<file path="src/design/sxtok_pkg.sv">
`timescale 1ns / 1ps
`default_nettype none
package sxtok_pkg;

  // longest token, in characters
  localparam int unsigned MaxTokenLen = 1024;
  localparam int unsigned CountW      = 11;
  localparam logic [CountW-1:0] MaxTok = CountW'(MaxTokenLen);

  // result queue between scanner and output side
  localparam int unsigned QDepth = 4;
  localparam int unsigned QPtrW  = $clog2(QDepth);

  localparam logic [7:0] ChTab    = 8'h09;
  localparam logic [7:0] ChLf     = 8'h0A;
  localparam logic [7:0] ChCr     = 8'h0D;
  localparam logic [7:0] ChSpace  = 8'h20;
  localparam logic [7:0] ChQuote  = 8'h22;
  localparam logic [7:0] ChHash   = 8'h23;
  localparam logic [7:0] ChOpen   = 8'h28;
  localparam logic [7:0] ChClose  = 8'h29;
  localparam logic [7:0] ChMinus  = 8'h2D;
  localparam logic [7:0] ChDot    = 8'h2E;
  localparam logic [7:0] Ch0      = 8'h30;
  localparam logic [7:0] Ch9      = 8'h39;
  localparam logic [7:0] ChSemi   = 8'h3B;
  localparam logic [7:0] ChQmark  = 8'h3F;
  localparam logic [7:0] ChBslash = 8'h5C;
  localparam logic [7:0] ChLowF   = 8'h66;
  localparam logic [7:0] ChLowN   = 8'h6E;
  localparam logic [7:0] ChLowT   = 8'h74;

  typedef enum logic [3:0] {
    K_EOF     = 4'd0,
    K_ERROR   = 4'd1,
    K_OPEN    = 4'd2,
    K_CLOSE   = 4'd3,
    K_SYMBOL  = 4'd4,
    K_STRING  = 4'd5,
    K_INTEGER = 4'd6,
    K_REAL    = 4'd7,
    K_PATTERN = 4'd8,
    K_DOT     = 4'd9,
    K_TRUE    = 4'd10,
    K_FALSE   = 4'd11
  } kind_e;

  typedef enum logic [3:0] {
    M_IDLE    = 4'd0,
    M_COMMENT = 4'd1,
    M_STRING  = 4'd2,
    M_ESCAPE  = 4'd3,
    M_HASH    = 4'd4,
    M_HASHQ   = 4'd5,
    M_NUMBER  = 4'd6,
    M_DOTSEEN = 4'd7,
    M_SYMBOL  = 4'd8
  } mode_e;

  typedef struct packed {
    logic [7:0] out_char;
    logic       char_valid;
    kind_e      token_kind;
    logic       token_done;
  } res_t;

  // all results caused by one input item
  typedef struct packed {
    logic two;
    res_t r0;
    res_t r1;
  } rec_t;

  typedef struct packed {
    logic push;
    logic idle;
  } fstat_t;

  function automatic logic is_space(logic [7:0] c);
    return (c == ChSpace) || ((c >= ChTab) && (c <= ChCr));
  endfunction

  function automatic logic is_digit(logic [7:0] c);
    return (c >= Ch0) && (c <= Ch9);
  endfunction

  function automatic logic is_term(logic [7:0] c);
    return is_space(c) || (c == ChQuote) || (c == ChOpen) || (c == ChClose) ||
           (c == ChSemi);
  endfunction

  function automatic res_t mk_char(logic [7:0] c);
    res_t r;
    r            = '0;
    r.out_char   = c;
    r.char_valid = 1'b1;
    return r;
  endfunction

  function automatic res_t mk_done(kind_e k);
    res_t r;
    r            = '0;
    r.token_kind = k;
    r.token_done = 1'b1;
    return r;
  endfunction

endpackage
`default_nettype wire

</file>
<file path="src/design/sxtok_front.sv">
`timescale 1ns / 1ps
`default_nettype none
module sxtok_front (
  input  wire logic               clk_i,
  input  wire logic               rst_ni,
  input  wire logic               in_valid_i,
  input  wire logic [7:0]         in_char_i,
  input  wire logic               in_eoi_i,
  input  wire logic               q_full_i,
  output logic                    in_ready_o,
  output sxtok_pkg::rec_t         rec_o,
  output sxtok_pkg::fstat_t       fstat_o
);

  typedef struct packed {
    sxtok_pkg::mode_e                mode;
    logic                            digit;
    logic                            other;
    logic [1:0]                      point;
    logic [sxtok_pkg::CountW-1:0]    tc;
  } scan_t;

  localparam scan_t ScanIdle = '{mode: sxtok_pkg::M_IDLE, digit: 1'b0, other: 1'b0,
                                 point: 2'd0, tc: '0};

  scan_t             st_q, st_d;
  logic              accept;
  logic              ok0, ok1;
  logic              is_sp, is_dg, is_tm;
  logic              mid_tok, known, do_start;
  logic [7:0]        esc_char;
  sxtok_pkg::kind_e  num_kind, end_kind;
  sxtok_pkg::res_t   res [2];
  logic [1:0]        cnt;

  assign in_ready_o = !q_full_i;
  assign accept     = in_valid_i && in_ready_o;

  // room for one or two more characters in the current token
  assign ok0 = st_q.tc < sxtok_pkg::MaxTok;
  assign ok1 = (st_q.tc + sxtok_pkg::CountW'(1)) < sxtok_pkg::MaxTok;

  assign is_sp = sxtok_pkg::is_space(in_char_i);
  assign is_dg = sxtok_pkg::is_digit(in_char_i);
  assign is_tm = sxtok_pkg::is_term(in_char_i);

  assign mid_tok = (st_q.mode == sxtok_pkg::M_NUMBER) || (st_q.mode == sxtok_pkg::M_DOTSEEN) ||
                   (st_q.mode == sxtok_pkg::M_SYMBOL);
  assign known   = (st_q.mode != sxtok_pkg::M_IDLE) && (st_q.mode <= sxtok_pkg::M_SYMBOL);
  // delimiter ending a token is scanned again as the start of the next one
  assign do_start = !in_eoi_i && (mid_tok ? is_tm : !known);

  assign esc_char = (in_char_i == sxtok_pkg::ChLowN) ? sxtok_pkg::ChLf :
                    (in_char_i == sxtok_pkg::ChLowT) ? sxtok_pkg::ChTab : in_char_i;

  always_comb begin
    if (st_q.other || !st_q.digit || (st_q.point > 2'd1)) begin
      num_kind = sxtok_pkg::K_SYMBOL;
    end else if (st_q.point == 2'd1) begin
      num_kind = sxtok_pkg::K_REAL;
    end else begin
      num_kind = sxtok_pkg::K_INTEGER;
    end
  end

  always_comb begin
    unique case (st_q.mode)
      sxtok_pkg::M_NUMBER:  end_kind = num_kind;
      sxtok_pkg::M_DOTSEEN: end_kind = sxtok_pkg::K_DOT;
      sxtok_pkg::M_SYMBOL:  end_kind = sxtok_pkg::K_SYMBOL;
      default:              end_kind = sxtok_pkg::K_ERROR;
    endcase
  end

  // next state
  always_comb begin
    st_d = st_q;
    if (in_eoi_i) begin
      st_d = ScanIdle;
    end else if (do_start) begin
      st_d = ScanIdle;
      case (in_char_i) inside
        sxtok_pkg::ChSemi:  st_d.mode = sxtok_pkg::M_COMMENT;
        sxtok_pkg::ChQuote: st_d.mode = sxtok_pkg::M_STRING;
        sxtok_pkg::ChHash:  st_d.mode = sxtok_pkg::M_HASH;
        sxtok_pkg::ChDot:   st_d.mode = sxtok_pkg::M_DOTSEEN;
        sxtok_pkg::ChOpen, sxtok_pkg::ChClose: ;
        default: begin
          if (!is_sp) begin
            if (is_dg || (in_char_i == sxtok_pkg::ChMinus)) begin
              st_d.mode  = sxtok_pkg::M_NUMBER;
              st_d.digit = is_dg;
            end else begin
              st_d.mode = sxtok_pkg::M_SYMBOL;
            end
            st_d.tc = sxtok_pkg::CountW'(1);
          end
        end
      endcase
    end else begin
      unique case (st_q.mode)
        sxtok_pkg::M_COMMENT: begin
          if (in_char_i == sxtok_pkg::ChLf) st_d = ScanIdle;
        end
        sxtok_pkg::M_STRING: begin
          if (in_char_i == sxtok_pkg::ChQuote) begin
            st_d = ScanIdle;
          end else if (in_char_i == sxtok_pkg::ChBslash) begin
            st_d.mode = sxtok_pkg::M_ESCAPE;
          end else if (ok0) begin
            st_d.tc = st_q.tc + sxtok_pkg::CountW'(1);
          end else begin
            st_d = ScanIdle;
          end
        end
        sxtok_pkg::M_ESCAPE: begin
          if (ok0) begin
            st_d.mode = sxtok_pkg::M_STRING;
            st_d.tc   = st_q.tc + sxtok_pkg::CountW'(1);
          end else begin
            st_d = ScanIdle;
          end
        end
        sxtok_pkg::M_HASH: begin
          if (in_char_i == sxtok_pkg::ChQmark) begin
            st_d.mode = sxtok_pkg::M_HASHQ;
          end else begin
            st_d = ScanIdle;
          end
        end
        sxtok_pkg::M_HASHQ: st_d = ScanIdle;
        sxtok_pkg::M_NUMBER: begin
          if (ok0) begin
            if (is_dg) begin
              st_d.digit = 1'b1;
            end else if (in_char_i == sxtok_pkg::ChDot) begin
              if (st_q.point < 2'd2) st_d.point = st_q.point + 2'd1;
            end else begin
              st_d.other = 1'b1;
            end
            st_d.tc = st_q.tc + sxtok_pkg::CountW'(1);
          end else begin
            st_d = ScanIdle;
          end
        end
        sxtok_pkg::M_DOTSEEN: begin
          // leading dot plus this character become a symbol
          if (ok0 && ok1) begin
            st_d.mode = sxtok_pkg::M_SYMBOL;
            st_d.tc   = st_q.tc + sxtok_pkg::CountW'(2);
          end else begin
            st_d = ScanIdle;
          end
        end
        sxtok_pkg::M_SYMBOL: begin
          if (ok0) begin
            st_d.tc = st_q.tc + sxtok_pkg::CountW'(1);
          end else begin
            st_d = ScanIdle;
          end
        end
        default: st_d = ScanIdle;
      endcase
    end
  end

  // results of this item
  always_comb begin
    cnt    = 2'd0;
    res[0] = '0;
    res[1] = '0;
    if (in_eoi_i) begin
      if (known && (st_q.mode != sxtok_pkg::M_COMMENT)) begin
        res[cnt[0]] = sxtok_pkg::mk_done(end_kind);
        cnt = cnt + 2'd1;
      end
      res[cnt[0]] = sxtok_pkg::mk_done(sxtok_pkg::K_EOF);
      cnt = cnt + 2'd1;
    end else if (do_start) begin
      if (mid_tok) begin
        res[cnt[0]] = sxtok_pkg::mk_done(end_kind);
        cnt = cnt + 2'd1;
      end
      case (in_char_i) inside
        sxtok_pkg::ChOpen: begin
          res[cnt[0]] = sxtok_pkg::mk_done(sxtok_pkg::K_OPEN);
          cnt = cnt + 2'd1;
        end
        sxtok_pkg::ChClose: begin
          res[cnt[0]] = sxtok_pkg::mk_done(sxtok_pkg::K_CLOSE);
          cnt = cnt + 2'd1;
        end
        sxtok_pkg::ChSemi, sxtok_pkg::ChQuote, sxtok_pkg::ChHash, sxtok_pkg::ChDot: ;
        default: begin
          if (!is_sp) begin
            res[cnt[0]] = sxtok_pkg::mk_char(in_char_i);
            cnt = cnt + 2'd1;
          end
        end
      endcase
    end else begin
      unique case (st_q.mode)
        sxtok_pkg::M_STRING: begin
          if (in_char_i == sxtok_pkg::ChQuote) begin
            res[0] = sxtok_pkg::mk_done(sxtok_pkg::K_STRING);
            cnt    = 2'd1;
          end else if (in_char_i != sxtok_pkg::ChBslash) begin
            res[0] = ok0 ? sxtok_pkg::mk_char(in_char_i) :
                           sxtok_pkg::mk_done(sxtok_pkg::K_ERROR);
            cnt    = 2'd1;
          end
        end
        sxtok_pkg::M_ESCAPE: begin
          res[0] = ok0 ? sxtok_pkg::mk_char(esc_char) : sxtok_pkg::mk_done(sxtok_pkg::K_ERROR);
          cnt    = 2'd1;
        end
        sxtok_pkg::M_HASH: begin
          if (in_char_i == sxtok_pkg::ChLowT) begin
            res[0] = sxtok_pkg::mk_done(sxtok_pkg::K_TRUE);
            cnt    = 2'd1;
          end else if (in_char_i == sxtok_pkg::ChLowF) begin
            res[0] = sxtok_pkg::mk_done(sxtok_pkg::K_FALSE);
            cnt    = 2'd1;
          end else if (in_char_i != sxtok_pkg::ChQmark) begin
            res[0] = sxtok_pkg::mk_done(sxtok_pkg::K_ERROR);
            cnt    = 2'd1;
          end
        end
        sxtok_pkg::M_HASHQ: begin
          res[0] = sxtok_pkg::mk_done((in_char_i == sxtok_pkg::ChOpen) ? sxtok_pkg::K_PATTERN :
                                                                         sxtok_pkg::K_ERROR);
          cnt    = 2'd1;
        end
        sxtok_pkg::M_NUMBER, sxtok_pkg::M_SYMBOL: begin
          res[0] = ok0 ? sxtok_pkg::mk_char(in_char_i) : sxtok_pkg::mk_done(sxtok_pkg::K_ERROR);
          cnt    = 2'd1;
        end
        sxtok_pkg::M_DOTSEEN: begin
          if (!ok0) begin
            res[0] = sxtok_pkg::mk_done(sxtok_pkg::K_ERROR);
            cnt    = 2'd1;
          end else begin
            res[0] = sxtok_pkg::mk_char(sxtok_pkg::ChDot);
            res[1] = ok1 ? sxtok_pkg::mk_char(in_char_i) : sxtok_pkg::mk_done(sxtok_pkg::K_ERROR);
            cnt    = 2'd2;
          end
        end
        default: ;
      endcase
    end
  end

  assign rec_o.two    = (cnt == 2'd2);
  assign rec_o.r0     = res[0];
  assign rec_o.r1     = res[1];
  assign fstat_o.push = accept && (cnt != 2'd0);
  assign fstat_o.idle = (st_q.mode == sxtok_pkg::M_IDLE);

  always_ff @(posedge clk_i or negedge rst_ni) begin
    if (!rst_ni) begin
      st_q <= ScanIdle;
    end else if (accept) begin
      st_q <= st_d;
    end
  end

endmodule
`default_nettype wire

</file>
<file path="src/design/sxtok_queue.sv">
`timescale 1ns / 1ps
`default_nettype none
module sxtok_queue (
  input  wire logic               clk_i,
  input  wire logic               rst_ni,
  input  wire logic               push_i,
  input  wire sxtok_pkg::rec_t    rec_i,
  input  wire logic               pop_i,
  output sxtok_pkg::rec_t         head_o,
  output logic                    empty_o,
  output logic                    full_o
);

  sxtok_pkg::rec_t                 mem_q [sxtok_pkg::QDepth];
  logic [sxtok_pkg::QPtrW-1:0]     wr_q, rd_q;
  logic [sxtok_pkg::QPtrW:0]       cnt_q, cnt_d;

  assign empty_o = (cnt_q == '0);
  assign full_o  = (cnt_q == (sxtok_pkg::QPtrW + 1)'(sxtok_pkg::QDepth));
  assign head_o  = mem_q[rd_q];

  always_comb begin
    cnt_d = cnt_q;
    if (push_i && !pop_i) begin
      cnt_d = cnt_q + (sxtok_pkg::QPtrW + 1)'(1);
    end else if (pop_i && !push_i) begin
      cnt_d = cnt_q - (sxtok_pkg::QPtrW + 1)'(1);
    end
  end

  always_ff @(posedge clk_i) begin
    if (push_i) begin
      mem_q[wr_q] <= rec_i;
    end
  end

  always_ff @(posedge clk_i or negedge rst_ni) begin
    if (!rst_ni) begin
      wr_q  <= '0;
      rd_q  <= '0;
      cnt_q <= '0;
    end else begin
      if (push_i) wr_q <= wr_q + sxtok_pkg::QPtrW'(1);
      if (pop_i)  rd_q <= rd_q + sxtok_pkg::QPtrW'(1);
      cnt_q <= cnt_d;
    end
  end

endmodule
`default_nettype wire

</file>
<file path="src/design/sxtok_back.sv">
`timescale 1ns / 1ps
`default_nettype none
module sxtok_back (
  input  wire logic               clk_i,
  input  wire logic               rst_ni,
  input  wire sxtok_pkg::rec_t    head_i,
  input  wire logic               empty_i,
  output logic                    pop_o,
  output logic                    m_valid_o,
  input  wire logic               m_ready_i,
  output logic [7:0]              m_data_o,
  output logic [5:0]              m_user_o,
  output logic                    m_last_o
);

  logic            phase_q, phase_d;
  logic            fire;
  sxtok_pkg::res_t cur;

  // second result of a two-result record goes out after the first
  assign cur       = phase_q ? head_i.r1 : head_i.r0;
  assign m_valid_o = !empty_i;
  assign m_last_o  = !head_i.two || phase_q;
  assign m_data_o  = cur.out_char;
  assign m_user_o  = {cur.token_done, cur.token_kind, cur.char_valid};
  assign fire      = m_valid_o && m_ready_i;
  assign pop_o     = fire && m_last_o;

  always_comb begin
    phase_d = phase_q;
    if (fire) begin
      phase_d = !m_last_o;
    end
  end

  always_ff @(posedge clk_i or negedge rst_ni) begin
    if (!rst_ni) begin
      phase_q <= 1'b0;
    end else begin
      phase_q <= phase_d;
    end
  end

endmodule
`default_nettype wire

</file>
<file path="src/design/sexpr_tokenizer_top.sv">
`timescale 1ns / 1ps
`default_nettype none
// s-expression tokenizer
// input stream: one item per text byte on s_axis_tdata; s_axis_tlast high marks
//   end of text (tdata then ignored), which closes any open token and emits eof
// output stream: one item per token character or finished token; tdata is the
//   character, tuser holds char_valid, token_kind and token_done, and tlast
//   flags the final output item caused by one input item
// an input item gives zero, one or two output items; white space between tokens
//   and comment text give none and are simply absorbed
// results of a taken item are registered in the queue and presented from its head
// throughput: one input item per clock while the queue is not full; the scanner
//   state updates once per byte taken, and the output side sends one item per
//   clock while the receiver is ready, so an item's two results go out in turn
// a four-entry record queue sits between the scanner and the output side, so
//   input keeps flowing while results wait; when the receiver stalls the queue
//   fills and s_axis_tready drops only once all four entries are taken
// reset: scanner idle between tokens, queue empty, no output pending; there is
//   no clearing pass, the block takes items right after reset
module sexpr_tokenizer_top (
  input  wire logic       clk_i,
  input  wire logic       rst_ni,
  input  wire logic       s_axis_tvalid,
  output logic            s_axis_tready,
  input  wire logic [7:0] s_axis_tdata,   // [7:0] in_char
  input  wire logic       s_axis_tlast,   // end_of_input
  output logic            m_axis_tvalid,
  input  wire logic       m_axis_tready,
  output logic [7:0]      m_axis_tdata,   // [7:0] out_char
  output logic [5:0]      m_axis_tuser,   // [0] char_valid, [4:1] token_kind, [5] token_done
  output logic            m_axis_tlast    // last
);

  sxtok_pkg::rec_t   rec, head;
  sxtok_pkg::fstat_t fstat;
  logic              q_full, q_empty, pop;

  // front: byte classification and scanner state
  sxtok_front u_front (
    .clk_i      (clk_i),
    .rst_ni     (rst_ni),
    .in_valid_i (s_axis_tvalid),
    .in_char_i  (s_axis_tdata),
    .in_eoi_i   (s_axis_tlast),
    .q_full_i   (q_full),
    .in_ready_o (s_axis_tready),
    .rec_o      (rec),
    .fstat_o    (fstat)
  );

  // records of one or two results per input item
  sxtok_queue u_queue (
    .clk_i   (clk_i),
    .rst_ni  (rst_ni),
    .push_i  (fstat.push),
    .rec_i   (rec),
    .pop_i   (pop),
    .head_o  (head),
    .empty_o (q_empty),
    .full_o  (q_full)
  );

  // back: serializes each record onto the output stream
  sxtok_back u_back (
    .clk_i     (clk_i),
    .rst_ni    (rst_ni),
    .head_i    (head),
    .empty_i   (q_empty),
    .pop_o     (pop),
    .m_valid_o (m_axis_tvalid),
    .m_ready_i (m_axis_tready),
    .m_data_o  (m_axis_tdata),
    .m_user_o  (m_axis_tuser),
    .m_last_o  (m_axis_tlast)
  );

  // end of text always produces at least the eof result
  a_eoi_push: assert property (@(posedge clk_i) disable iff (!rst_ni)
    (s_axis_tvalid && s_axis_tready && s_axis_tlast) |-> fstat.push)
    else $error("end of text gave no result");

  // scanner is back between tokens after end of text
  a_eoi_idle: assert property (@(posedge clk_i) disable iff (!rst_ni)
    (s_axis_tvalid && s_axis_tready && s_axis_tlast) |=> fstat.idle)
    else $error("scanner not idle after end of text");

  // each output item is either a character or a token end, never both
  a_res_form: assert property (@(posedge clk_i) disable iff (!rst_ni)
    m_axis_tvalid |-> (m_axis_tuser[0] != m_axis_tuser[5]))
    else $error("malformed output item");

endmodule
`default_nettype wire
</file>
<file path="config.mk">
export PLATFORM = sky130hd
export DESIGN_NAME = sexpr_tokenizer_top
export DESIGN_NICKNAME = d
export VERILOG_FILES = /design/src/design/sxtok_pkg.sv /design/src/design/sxtok_front.sv /design/src/design/sxtok_queue.sv /design/src/design/sxtok_back.sv /design/src/design/sexpr_tokenizer_top.sv
export SDC_FILE = /design/constraint.sdc
export NUM_CORES = 1
export LEC_CHECK = 0
export ABC_AREA = 1
export BUFFER_PORTS_ARGS = -buffer_cell sky130_fd_sc_hd__buf_4
export CAP_MARGIN = 15
export CORE_AREA = 2 2 148 150
export CTS_BUF_LIST = sky130_fd_sc_hd__clkbuf_16
export CTS_CLUSTER_SIZE = 24
export DETAILED_ROUTE_END_ITERATION = 8
export DIE_AREA = 0 0 150 152
export MAX_ROUTING_LAYER = met4
export PLACE_DENSITY = 0.48
export SYNTH_ARGS = -nofsm -noshare
export SYNTH_HDL_FRONTEND = slang
export SYNTH_SLANG_ARGS = --single-unit
export TNS_END_PERCENT = 20
</file>
<file path="constraint.sdc">
create_clock -name clk_i -period 3.6 [get_ports clk_i]
set_input_delay 0.18 -clock clk_i [delete_from_list [all_inputs] [get_ports clk_i]]
set_output_delay 0.18 -clock clk_i [all_outputs]
set_load 0.01 [all_outputs]
</file>
==> impl_metrics.env <==
export IMPL_cts_repair_resized=0
export IMPL_max_clock_path_buffers=2
export IMPL_maxSlewHeadroom=0.486
export IMPL_path_class="reg2reg"
export IMPL_register_area_um2=3920
export IMPL_track_usage=0.185
export IMPL_critPathRequiredTime_ns=3.90
export IMPL_grt_pass1_wl_um=30600
export IMPL_syn_nets=843
export IMPL_period_share=0.866
export IMPL_fp_dieW_um=150
export IMPL_placed_area_um2=7890
export IMPL_fin_skew_ns=0.0138
export IMPL_final_core_util=0.398
export IMPL_stdcell_area_um2=8490
export IMPL_worst_path_max_fanout=15
export IMPL_diodes=0
export IMPL_finalSetupTns_ns=0
export IMPL_ys_ff_latch=135
export IMPL_synthCells=817
export IMPL_multi_input_area_um2=2950
export IMPL_crit_buf_inv=3
export IMPL_detail_route_antenna_nets=0
export IMPL_die_height_um=152
export IMPL_critPathTopFamily="simple AND/OR/NAND/NOR gates"
export IMPL_critPathSlowestCell="dfrtp_1"
export IMPL_total_leakage_power_uw=0.00341
export IMPL_power_density_nw_per_um2=818
export IMPL_die_area_um2=22800
export IMPL_gr_total_overflow=0
export IMPL_cts_tree="yes"
export IMPL_clock_sink_count=135
export IMPL_nets=881
export IMPL_drt_wl_total_um=19600
export IMPL_cp_end_kind="flip-flop"
export IMPL_hold_viol=0
export IMPL_drc_errors=0
export IMPL_finalCriticalPeriod_ns=3.12
export IMPL_total_power_uw=6940
export IMPL_ys_seq_area_frac=0.535
export IMPL_first_pass_iters=5
export IMPL_post_cts_buffers=0
export IMPL_io_pins=30
export IMPL_start_util=0.343
export IMPL_cts_buffers=17
export IMPL_gp_congestion=0.921
export IMPL_hold_path_class="in2reg"
export IMPL_fillers=2169
export IMPL_cts_hold_buf=1
export IMPL_drt_iter0_drc=438
export IMPL_rsz0062_at_grt="false"
export IMPL_synthesis_area_um2=7320
export IMPL_peakVddDrop_uv=361
export IMPL_htreeDepth=4
export IMPL_fmax_ghz=0.321
export IMPL_grt_antenna_before_repair=0
export IMPL_dr_total_vias=5763
export IMPL_syn_to_final_growth_pct=16.1
export IMPL_worst_skew_pair_late_latency_ns=0.43
export IMPL_via_per_inst=5.02
export IMPL_drv_cap=0
export IMPL_core_area_um2=21400
export IMPL_num_rows=54
export IMPL_crit_chain="nor2_2 > nand2_2 > nand3_4 > inv_4 > nor2_4 > nand2_4 > nand2_8 > nand3_2 > nand2_1 > nor2_2 > nand2_2 > nand2_4 > inv_1 > ha_1 > inv_1 > fa_1 > a21oi_1 > o21ai_0 > xor2_1"
export IMPL_post_drt_wl_per_cell_um=17.1
export IMPL_finalSetupViolCount=0
export IMPL_numPortBuffers=29
export IMPL_clock_root_buffer="clkbuf_16"
export IMPL_ys_types=48
export IMPL_synth_area_per_cell_um2=8.96
export IMPL_grt_max_degree=35
export IMPL_cp_slowest_stage_delay_ns=0.44
export IMPL_hpwlAfterDp_um=13500
export IMPL_drive_gt1_frac=0.146
export IMPL_cp_start_kind="flip-flop"
export IMPL_arrival_ns=3.42
export IMPL_worst_pin_slew_ns=0.763
export IMPL_cts_clk_slew_worst_paths_ns=0.07
export IMPL_grt_pass1_vias=5498
export IMPL_status="complete, no violations"
export IMPL_yosys_warnings=0
export IMPL_slew_violations=0
## tightest hold or removal path: cells and delay by family
family                 cells  cell delay, ns
AOI/OAI and AO/OA          1            0.11
buffers and inverters      2            0.15
and+or+nand+nor            1            0.04
## cells in the mapped netlist, drive strengths merged
library cell  number  area (µm²)
a2111o             1        11.3
a211oi             2        15.0
a21oi             26         153
a31oi             15        93.8
and2               1        6.26
buf                5        32.5
clkbuf            19        71.3
clkinv             3        11.3
dfrtp             27         676
edfxtp           108        3240
fa                 1        20.0
ha                12         150
inv               89         349
nand2            141         609
nand3             52         298
nand3b             2        15.0
nand4             13        81.3
nor2             166         719
nor3               5        25.0
nor4               1        6.26
o2111ai            1        8.76
o211ai             5        37.5
o21a               3        22.5
o21ai             91         467
o221ai             2        17.5
o22ai             16         100
o31ai              4        30.0
or2                1        6.26
xnor2              1        8.76
xor2               4        35.0
## final timing paths
| path | depth (start not counted) | endpoint | slack [ns] | startpoint |
|---|---|---|---|---|
| worst min-delay path | 4 | u_back.phase_q$_DFFE_PN0P_ | 0.10 | m_axis_tready |
| min in group asynchronous | 2 | u_front.st_q[6]$_DFFE_PN0P_ | 0.21 | rst_ni |
| worst min register to register | 2 | u_front.st_q[11]$_DFFE_PN0P_ | 0.51 | u_front.st_q[11]$_DFFE_PN0P_ |
| worst max register to register | 19 | u_queue.cnt_q[2]$_DFFE_PN0P_ | 0.48 | u_front.st_q[18]$_DFFE_PN0P_ |
| max in group asynchronous | 2 | u_queue.rd_q[0]$_DFFE_PN0P_ | 3.08 | rst_ni |
| worst max-delay path | 19 | u_queue.cnt_q[2]$_DFFE_PN0P_ | 0.48 | u_front.st_q[18]$_DFFE_PN0P_ |
## cell usage in the layout (no fill, tap or decap), drive strengths merged, types with 2 or more instances in the layout
cell | Yosys | layout
a211oi | 2 | 2
a21oi | 26 | 26
a31oi | 15 | 15
buf | 5 | 42
bufinv | 0 | 2
clkbuf | 19 | 17
clkinv | 3 | 5
clkinvlp | 0 | 3
dfrtp | 27 | 27
edfxtp | 108 | 108
ha | 12 | 12
inv | 89 | 96
nand2 | 141 | 141
nand3 | 52 | 52
nand3b | 2 | 2
nand4 | 13 | 13
nor2 | 166 | 166
nor3 | 5 | 5
o211ai | 5 | 5
o21a | 3 | 3
o21ai | 91 | 91
o221ai | 2 | 2
o22ai | 16 | 16
o31ai | 4 | 4
xor2 | 4 | 4
## state kept, by name, indices dropped and copies added, names as in the netlist
signal,cells
u_queue.mem_q,108
u_front.st_q,19
u_queue.cnt_q,3
u_queue.rd_q,2
u_queue.wr_q,2
u_back.phase_q,1
## layer usage
metal	share of wire	track usage	vias to the layer above
li1	-	-	2875
met1	0.46	0.235	2750
met2	0.48	0.299	112
met3	0.038	0.0333	26
met4	0.020	0.0575	0
met5	0	-	-
## where the power goes
group          internal [µW]  switching, µW
clock network           1040            718
registers               2180            138
logic                    932           1940
total                   4140           2800
## per-stage QoR
| stage | cells | worst slack [ns] | hold slack [ns] |
|---|---|---|---|
| floorplan | 817 | 0.441 | -0.116 |
| global placement | 1115 | 0.487 | 0.134 |
| detailed placement | 1115 | 0.426 | 0.142 |
| CTS | 1147 | 0.463 | 0.0861 |
| global route | 1147 | 0.108 | 0.107 |
| finish | 1147 | 0.483 | 0.103 |
## kinds of logic after synthesis
group,Yosys count,synth area share
AND/OR/NAND/NOR,382,0.241
AO/OA/AOI/OAI,166,0.131
flip-flops,135,0.535
buffers and inverters,116,0.0634
adder cells (fa/ha/maj),13,0.0232
XOR/XNOR,5,0.00598
## cell type report
cell class | instances | share of cell area
inverters | 92 | 0.0424
repair buffers | 43 | 0.0383
well taps | 280 | 0.0412
clock inverters | 14 | 0.0196
clock buffers | 17 | 0.0501
flip-flops and latches | 135 | 0.461
multi-input cells | 566 | 0.347
No activity file was read; power rests on OpenSTA's default activity.
